**src/rtl/pvf_pkg.sv**
```systemverilog
`timescale 1ns / 1ps
// Shared types and constants of the PCM volume and fade-in unit.
// No dependencies; imported by every module of the block.
package pvf_pkg;

    // gain precision: Q15, one gain bit per serial step
    localparam int GAIN_BITS = 15;
    localparam int SAMPLE_BITS = 16;
    localparam int VOL_UNITY = 100;

    // register indexes of the configuration port
    localparam logic REG_VOLUME = 1'b0;
    localparam logic REG_FADE_LEN = 1'b1;

    typedef logic [GAIN_BITS-1:0] gain_t;
    typedef gain_t vol_table_t [128];

    // controls of one serial multiplier lane
    typedef struct packed {
        logic load;
        logic step;
        logic gbit;
    } mul_ctrl_t;

    // controls of the serial divider
    typedef struct packed {
        logic load;
        logic step;
        logic zero;
    } div_ctrl_t;

    // quadratic taper floor(v*v*32768/10000) below VOL_UNITY, zero from there up; evaluated at elaboration
    function automatic vol_table_t build_vol_table();
        vol_table_t t;
        for (int i = 0; i < 128; i++) begin
            if (i < VOL_UNITY) begin
                t[i] = GAIN_BITS'((i * i * 32768) / 10000);
            end else begin
                t[i] = '0;
            end
        end
        return t;
    endfunction

    localparam vol_table_t VOL_GAIN = build_vol_table();

endpackage

```
**src/rtl/pvf_mul.sv**
```systemverilog
`timescale 1ns / 1ps
// Bit-serial signed sample by Q15 gain multiplier, LSB of the gain first.
// Depends on pvf_pkg for the control struct.
module pvf_mul import pvf_pkg::*; (
    input  logic                          aclk,
    input  mul_ctrl_t                     ctrl,
    input  logic signed [SAMPLE_BITS-1:0] load_value,
    output logic signed [SAMPLE_BITS-1:0] operand,
    output logic signed [SAMPLE_BITS-1:0] product
);

    logic signed [SAMPLE_BITS-1:0] s_reg;
    logic signed [SAMPLE_BITS+1:0] acc_reg;
    logic signed [SAMPLE_BITS+1:0] acc_sum;
    logic signed [SAMPLE_BITS+1:0] acc_next;

    // add the sample for a set gain bit, then halve with floor
    always_comb begin
        acc_sum  = acc_reg + (ctrl.gbit ? {{2{s_reg[SAMPLE_BITS-1]}}, s_reg} : '0);
        acc_next = acc_sum >>> 1;
    end

    // load the operand or advance one gain bit
    always_ff @(posedge aclk) begin
        if (ctrl.load) begin
            s_reg   <= load_value;
            acc_reg <= '0;
        end else if (ctrl.step) begin
            acc_reg <= acc_next;
        end
    end

    assign operand = s_reg;
    assign product = acc_reg[SAMPLE_BITS-1:0];

endmodule

```
**src/rtl/pvf_div.sv**
```systemverilog
`timescale 1ns / 1ps
// Restoring bit-serial divider for the Q15 fade gain floor(num*32768/den).
// Depends on pvf_pkg; the quotient fits 15 bits only if num is below den.
module pvf_div import pvf_pkg::*; (
    input  logic                   aclk,
    input  div_ctrl_t              ctrl,
    input  logic [SAMPLE_BITS-1:0] num,
    input  logic [SAMPLE_BITS-1:0] den,
    output gain_t                  quotient
);

    logic [SAMPLE_BITS-1:0] rem_reg;
    logic [SAMPLE_BITS-1:0] den_reg;
    logic                   zero_reg;
    gain_t                  quo_reg;
    logic [SAMPLE_BITS:0]   rem_dbl;
    logic                   qbit;
    logic [SAMPLE_BITS:0]   rem_sub;

    // shift the remainder and try one subtraction
    always_comb begin
        rem_dbl = {rem_reg, 1'b0};
        qbit    = !zero_reg && (rem_dbl >= {1'b0, den_reg});
        rem_sub = rem_dbl - {1'b0, den_reg};
    end

    // load operands or produce one quotient bit, MSB first
    always_ff @(posedge aclk) begin
        if (ctrl.load) begin
            rem_reg  <= num;
            den_reg  <= den;
            zero_reg <= ctrl.zero;
            quo_reg  <= '0;
        end else if (ctrl.step) begin
            rem_reg <= qbit ? rem_sub[SAMPLE_BITS-1:0] : rem_dbl[SAMPLE_BITS-1:0];
            quo_reg <= {quo_reg[GAIN_BITS-2:0], qbit};
        end
    end

    assign quotient = quo_reg;

endmodule

```
**src/rtl/pcm_volume_and_fade_in_unit.sv**
```systemverilog
`timescale 1ns / 1ps
// Top level of the PCM volume and fade-in unit: sequencer, registers, output stage.
// Depends on pvf_pkg, pvf_mul and pvf_div.
//
//  channel | direction | fields (low bit first)
//  s_      | in        | tdata: left_sample[15:0], right_sample[31:16];
//          |           | tuser: mono_source[0], track_start[1]
//  m_      | out       | tdata: left_out[15:0], right_out[31:16]
//  APB     | in        | 0x0 volume_level[6:0], 0x4 fade_length[15:0]
//
// Each pair passes through one state to accept, 15 volume multiply steps (the fade
// divider runs alongside), one transfer, 15 fade multiply steps, one to deliver.
// The serial multiplier lanes and the divider work one bit per cycle.
// Reset (aresetn low, synchronous) clears the fade counter and loads volume 70,
// fade length 4410. A finished pair waits in the output register while the next
// is accepted; a second finished pair holds until the first is taken.
module pcm_volume_and_fade_in_unit import pvf_pkg::*; (
    input  logic        aclk,
    input  logic        aresetn,
    // APB configuration
    input  logic        psel,
    input  logic        penable,
    input  logic        pwrite,
    input  logic [2:0]  paddr,
    input  logic [31:0] pwdata,
    output logic [31:0] prdata,
    output logic        pready,
    // input samples
    input  logic        s_tvalid,
    output logic        s_tready,
    input  logic [31:0] s_tdata,  // left_sample[15:0], right_sample[31:16]
    input  logic [1:0]  s_tuser,  // mono_source[0], track_start[1]
    // output samples
    output logic        m_tvalid,
    input  logic        m_tready,
    output logic [31:0] m_tdata   // left_out[15:0], right_out[31:16]
);

    localparam logic [2:0] ST_IDLE = 3'd0;
    localparam logic [2:0] ST_VOL  = 3'd1;
    localparam logic [2:0] ST_XFER = 3'd2;
    localparam logic [2:0] ST_FADE = 3'd3;
    localparam logic [2:0] ST_DONE = 3'd4;
    localparam int CNT_W = $clog2(GAIN_BITS);
    localparam logic [CNT_W-1:0] CNT_LAST = CNT_W'(GAIN_BITS - 1);

    logic [2:0]             state_reg, state_next;
    logic [CNT_W-1:0]       cnt_reg, cnt_next;
    gain_t                  gain_reg, gain_next;
    logic                   vol_bypass_reg, vol_bypass_next;
    logic                   fade_act_reg, fade_act_next;
    logic [SAMPLE_BITS-1:0] fade_rem_reg, fade_rem_next;
    logic [6:0]             vol_reg;
    logic [SAMPLE_BITS-1:0] flen_reg;
    logic [31:0]            out_data_reg, out_data_next;
    logic                   out_valid_reg, out_valid_next;

    logic                   s_accept;
    logic                   cfg_write;
    logic [SAMPLE_BITS-1:0] rem_eff;
    logic signed [SAMPLE_BITS-1:0] in_left, in_right;
    mul_ctrl_t              mul_ctrl;
    div_ctrl_t              div_ctrl;
    logic signed [SAMPLE_BITS-1:0] left_load, right_load;
    logic signed [SAMPLE_BITS-1:0] left_opnd, right_opnd, left_prod, right_prod;
    gain_t                  fade_gain;

    // configuration port
    assign pready    = 1'b1;
    assign cfg_write = psel && penable && pwrite;
    always_ff @(posedge aclk) begin
        if (!aresetn) begin
            vol_reg  <= 7'd70;
            flen_reg <= 16'd4410;
        end else if (cfg_write) begin
            unique case (paddr[2])
                REG_VOLUME:   vol_reg  <= pwdata[6:0];
                REG_FADE_LEN: flen_reg <= pwdata[15:0];
                default:      ;
            endcase
        end
    end
    always_comb begin
        unique case (paddr[2])
            REG_VOLUME:   prdata = {25'd0, vol_reg};
            REG_FADE_LEN: prdata = {16'd0, flen_reg};
            default:      prdata = '0;
        endcase
    end

    // input decode at accept
    assign s_tready = (state_reg == ST_IDLE);
    assign s_accept = s_tvalid && s_tready;
    assign in_left  = s_tdata[15:0];
    assign in_right = s_tuser[0] ? s_tdata[15:0] : s_tdata[31:16];
    assign rem_eff  = s_tuser[1] ? flen_reg : fade_rem_reg;

    // operand selection for the lanes
    always_comb begin
        if (state_reg == ST_IDLE) begin
            left_load  = in_left;
            right_load = in_right;
        end else begin
            left_load  = vol_bypass_reg ? left_opnd  : left_prod;
            right_load = vol_bypass_reg ? right_opnd : right_prod;
        end
    end

    // sequencer
    always_comb begin
        state_next      = state_reg;
        cnt_next        = cnt_reg;
        gain_next       = gain_reg;
        vol_bypass_next = vol_bypass_reg;
        fade_act_next   = fade_act_reg;
        fade_rem_next   = fade_rem_reg;
        out_data_next   = out_data_reg;
        out_valid_next  = out_valid_reg && !m_tready;
        mul_ctrl        = '0;
        div_ctrl        = '0;
        mul_ctrl.gbit   = gain_reg[0];
        div_ctrl.zero   = !(rem_eff < flen_reg);
        unique case (state_reg)
            ST_IDLE: begin
                if (s_accept) begin
                    mul_ctrl.load   = 1'b1;
                    div_ctrl.load   = 1'b1;
                    gain_next       = VOL_GAIN[vol_reg];
                    vol_bypass_next = (vol_reg >= 7'(VOL_UNITY));
                    fade_act_next   = (rem_eff != '0);
                    fade_rem_next   = (rem_eff != '0) ? rem_eff - 16'd1 : rem_eff;
                    cnt_next        = '0;
                    state_next      = ST_VOL;
                end
            end
            ST_VOL: begin
                mul_ctrl.step = 1'b1;
                div_ctrl.step = 1'b1;
                gain_next     = gain_reg >> 1;
                cnt_next      = cnt_reg + 1'b1;
                if (cnt_reg == CNT_LAST) begin
                    state_next = ST_XFER;
                end
            end
            ST_XFER: begin
                mul_ctrl.load = 1'b1;
                gain_next     = fade_gain;
                cnt_next      = '0;
                state_next    = ST_FADE;
            end
            ST_FADE: begin
                mul_ctrl.step = 1'b1;
                gain_next     = gain_reg >> 1;
                cnt_next      = cnt_reg + 1'b1;
                if (cnt_reg == CNT_LAST) begin
                    state_next = ST_DONE;
                end
            end
            ST_DONE: begin
                // hold until the output register is free
                if (!out_valid_reg || m_tready) begin
                    out_data_next[15:0]  = fade_act_reg ? left_prod  : left_opnd;
                    out_data_next[31:16] = fade_act_reg ? right_prod : right_opnd;
                    out_valid_next       = 1'b1;
                    state_next           = ST_IDLE;
                end
            end
            default: state_next = ST_IDLE;
        endcase
    end

    always_ff @(posedge aclk) begin
        if (!aresetn) begin
            state_reg     <= ST_IDLE;
            cnt_reg       <= '0;
            fade_rem_reg  <= '0;
            out_valid_reg <= 1'b0;
        end else begin
            state_reg     <= state_next;
            cnt_reg       <= cnt_next;
            fade_rem_reg  <= fade_rem_next;
            out_valid_reg <= out_valid_next;
        end
    end

    always_ff @(posedge aclk) begin
        gain_reg       <= gain_next;
        vol_bypass_reg <= vol_bypass_next;
        fade_act_reg   <= fade_act_next;
        out_data_reg   <= out_data_next;
    end

    // datapath units
    pvf_mul u_mul_left (
        .aclk       (aclk),
        .ctrl       (mul_ctrl),
        .load_value (left_load),
        .operand    (left_opnd),
        .product    (left_prod)
    );

    pvf_mul u_mul_right (
        .aclk       (aclk),
        .ctrl       (mul_ctrl),
        .load_value (right_load),
        .operand    (right_opnd),
        .product    (right_prod)
    );

    pvf_div u_div (
        .aclk     (aclk),
        .ctrl     (div_ctrl),
        .num      (flen_reg - rem_eff),
        .den      (flen_reg),
        .quotient (fade_gain)
    );

    assign m_tvalid = out_valid_reg;
    assign m_tdata  = out_data_reg;

    // while stepping, the counter never runs past the last gain bit
    a_cnt_range: assert property (@(posedge aclk) disable iff (!aresetn)
        (state_reg == ST_VOL || state_reg == ST_FADE) |-> cnt_reg <= CNT_LAST)
        else $error("step counter out of range");

    // an active fade counts down by one on each transaction
    a_fade_dec: assert property (@(posedge aclk) disable iff (!aresetn)
        (s_accept && !s_tuser[1] && fade_rem_reg != '0)
        |=> fade_rem_reg == $past(fade_rem_reg) - 16'd1)
        else $error("fade counter did not decrement");

    // a result only appears out of the delivery state
    a_out_src: assert property (@(posedge aclk) disable iff (!aresetn)
        (!m_tvalid || m_tready) && state_reg != ST_DONE |=> !m_tvalid)
        else $error("result appeared without a finished transaction");

endmodule
```
**config.mk**
```make
export PLATFORM = sky130hd
export DESIGN_NAME = pcm_volume_and_fade_in_unit
export DESIGN_NICKNAME = d
export VERILOG_FILES = /design/src/rtl/pvf_pkg.sv /design/src/rtl/pvf_mul.sv /design/src/rtl/pvf_div.sv /design/src/rtl/pcm_volume_and_fade_in_unit.sv
export SDC_FILE = /design/constraint.sdc
export NUM_CORES = 1
export LEC_CHECK = 0
export ABC_AREA = 1
export BUFFER_PORTS_ARGS = -buffer_cell sky130_fd_sc_hd__buf_2
export CORE_MARGIN = 4
export CORE_UTILIZATION = 66
export CTS_CLUSTER_SIZE = 10
export DETAILED_ROUTE_END_ITERATION = 12
export PLACE_DENSITY = 0.95
export SETUP_SLACK_MARGIN = 0.5
export SYNTH_ARGS = -nofsm -noshare
export SYNTH_HDL_FRONTEND = slang
export SYNTH_SLANG_ARGS = --single-unit
```
**constraint.sdc**
```tcl
create_clock -name aclk -period 10.7 [get_ports aclk]
set_input_delay 1.605 -clock aclk [delete_from_list [all_inputs] [get_ports aclk]]
set_output_delay 1.605 -clock aclk [all_outputs]
set_load 0.005 [all_outputs]
```
==> metrics <==
DRT iter0 DRCs 1809; gr usage total 34.4%; post-CTS sizing 0; DR pass1 iterations 6; uppermost layer routed met4; Sinks on Clock Net 210; Synth Cell Area 15300 sq um; post-synthesis simple-gate area fraction 25.9%; most used cell along the critical path inv_2; setup TNS 0 ns; CTS Hold Buffers Added 0; met2 routed WL 21.6 mm; number of buffers added on ports 107; cell breakdown of the critical path inv_2 -> nand2_2 -> nor2_4 -> inv_2 -> nor2_4 -> buf_4 -> inv_2 -> nand2_1; Req. time, crit path 10.83 ns; Hold WC Path Type reg -> reg; DRC 0; WL final 45.7 mm; Reg clk slew, reported paths 0.06 ns; pwr/cell area 226 nW/um^2; Post-layout nets 2411; root buf cell clkbuf_16; cts bufs inserted 26; #FFs+latches synth 210; die area 25700 sq um; Die Height 160 um; drt wl/cell 17.8 um; Starting Density 67.3%; final hold slack 0.496 ns; GRT overflow 0; Post-Synth Adder-Cell Area 8.11%; Tmin final 3.98 ns; fill count 1746; endpoints failing setup 0; final antenna-violating net count 0; max cap viols 0; # IOs 143; CTS tree done; worst skew pair latency 0.54 ns; Rows 55; share of layout cells above drive strength 1 10.1%; Syn Area/Cell 7.07 sq um; max-slew violations 0; footprint of the multi-input gates 8370 sq um; global-route wire length before repair 73.8 mm; vias per cell 5.93; initial antenna violation count 0; DP Wirelength 32.5 mm; final period utilization 37.2%; number of hold violations in the final report 0; H-tree depth 1; Worst-Margin Slew 1.25 ns; gp weighted congestion 0.953; Seq/Total Area, Yosys 34.9%; largest net degree at the start of global routing 73; xor/xnor share of the synthesized area 1.89%; kind of critical path reg -> reg; combinational family with the most area after synthesis simple AND/OR/NAND/NOR gates; slowest cell on the critical path nand2_1; RSZ-0062 raised after global routing false; slowest stage delay, CP 1.02 ns; worst vdd ir 169 uV; synth-to-layout area growth 8.98%; DRT met1 WL 18.3 mm; setup bufs post-CTS 0; ant diodes 0; CTS Buffer Depth 3; Lkg Pwr 0.00820 uW; Rel. slew slack 16.8%; core area 22800 sq um; max reg flops 32; status finished clean; yosys warns 0; post-synthesis cell count 2169; crit end category flip-flop; routed wl met3 3.71 mm; vias in the first global route 14731; FMAX 251 MHz; critical path startpoint category flip-flop; flip-flop and latch area 5350 sq um; Synth cell types 52; mux cell area share after synthesis 1.91%; Clock Skews 0.0274 ns; CP Max Fanout 65; via count 15248; Die X 160 um; compound-cell area share of the yosys netlist 16.2%; WP data arrival 4.11 ns
critical path: cells and delay by family (launching register included):
kind | cells | cell delay (ns)
flip-flops | 1 | 0.37
AND/OR/NAND/NOR | 4 | 1.63
buffers and inverters | 4 | 1.51
layer usage:
metal  up-vias  GRT usage, %
li1       7251             -
met1      6984          44.6
met4         0          14.9
met5         -             0
met3       164          4.31
met2       849          58.0
final cells by class:
| type | instances | area share [%] |
|---|---|---|
| Tap cell | 313 | 2.34 |
| Clock inverter | 5 | 0.217 |
| Clock buffer | 42 | 4.37 |
| Inverter | 325 | 7.32 |
| Multi-Input combinational cell | 1558 | 50.1 |
| Timing Repair Buffer | 117 | 3.65 |
| Sequential cell | 210 | 32.0 |
power breakdown:
part | switching [uW] | total [uW] | leakage (uW) | internal (uW)
logic | 1140 | 1700 | 0.00596 | 565
clock network | 340 | 805 | 0.000372 | 465
registers | 137 | 1270 | 0.00187 | 1130
total | 1610 | 3780 | 0.00820 | 2160
cells in the final DEF (no fill, tap or decap), types with 4 or more instances in the layout:
cell	netlist	routed
buf_2	17	107
dfxtp_1	96	96
mux2_2	26	26
nand4_1	23	23
nand3_1	160	160
edfxtp_1	114	114
o21ai_1	4	4
buf_4	20	10
nand2_2	13	13
o2111ai_1	5	5
nor2_2	7	6
nand2_1	562	562
inv_1	310	310
o21ai_0	197	196
conb_1	2	17
clkbuf_1	47	14
a31oi_1	10	10
o21ai_2	7	7
nor2_1	145	145
fa_1	4	4
inv_2	11	11
a21boi_0	4	4
a21o_1	9	9
a21oi_1	127	126
ha_1	93	93
xnor2_1	13	13
o211ai_1	19	19
nor3_1	11	11
o22ai_1	20	20
and2_1	5	5
clkbuf_16	0	26
nor2_4	6	7
xor2_1	20	20
o21bai_1	22	22
o311ai_0	5	5
cell usage after synthesis, drive strengths merged:
cell type	instances	area share, %
and3	1	0.041
buf	44	2.0
ha	93	7.6
and2	5	0.20
o22ai	20	0.82
o21bai	22	1.1
nand3b	3	0.15
edfxtp	114	22
nand3	162	5.4
dfxtp	96	13
a311oi	1	0.057
a21o	9	0.44
or2	3	0.12
o31ai	3	0.15
a21oi	127	4.1
xnor2	13	0.74
o21a	3	0.15
o311ai	5	0.29
conb	2	0.049
nand2	576	14
o211ai	19	0.93
nor3	11	0.36
nand4	23	0.94
a22oi	3	0.15
a21boi	4	0.20
o21ai	208	7.0
nor2	158	4.3
clkinv	3	0.082
nor4	1	0.041
clkbuf	47	1.2
fa	4	0.52
a31oi	10	0.41
a211oi	1	0.049
xor2	20	1.1
inv	322	7.9
o221ai	2	0.11
mux2	26	1.9
o2111ai	5	0.29
metrics by stage:
step	power, uW	area (sq um)	std cells	util [%]	setup slack, ns
final	3780	16700	2570	73.4	6.72
after global routing	4030	16700	2570	73.4	6.44
after CTS	3740	16700	2570	73.4	6.75
after detailed placement	2910	15900	2523	70.0	6.29
after global placement	2840	15900	2523	70.0	6.45
after floorplan	2510	15400	2184	-	6.88
path summary, 6_finish.rpt:
kind / startpoint / end / slack [ns] / cells past startpoint
hold reg to reg: u_div.quotient[7]$_SDFFE_PP0P_ / u_div.quotient[7]$_SDFFE_PP0P_ / 0.50 / 2
setup / recovery: state_reg[2]$_SDFFE_PN0P_ / u_div.rem_reg[12]$_DFFE_PP_ / 6.72 / 8
hold / removal: u_div.quotient[7]$_SDFFE_PP0P_ / u_div.quotient[7]$_SDFFE_PP0P_ / 0.50 / 2
setup reg to reg: state_reg[2]$_SDFFE_PN0P_ / u_div.rem_reg[12]$_DFFE_PP_ / 6.72 / 8
cells by family (layout without fill, tap and decap cells):
| group | count (synthesis) | count (layout) |
|---|---|---|
| AO/OA/AOI/OAI | 442 | 442 |
| XOR/XNOR | 33 | 33 |
| adder cells (fa/ha/maj) | 97 | 97 |
| buffers and inverters | 416 | 489 |
| flip-flops | 210 | 210 |
| multiplexers | 26 | 26 |
| other | 2 | 17 |
| AND/OR/NAND/NOR | 943 | 943 |
Power figures use the tool's default switching activity.
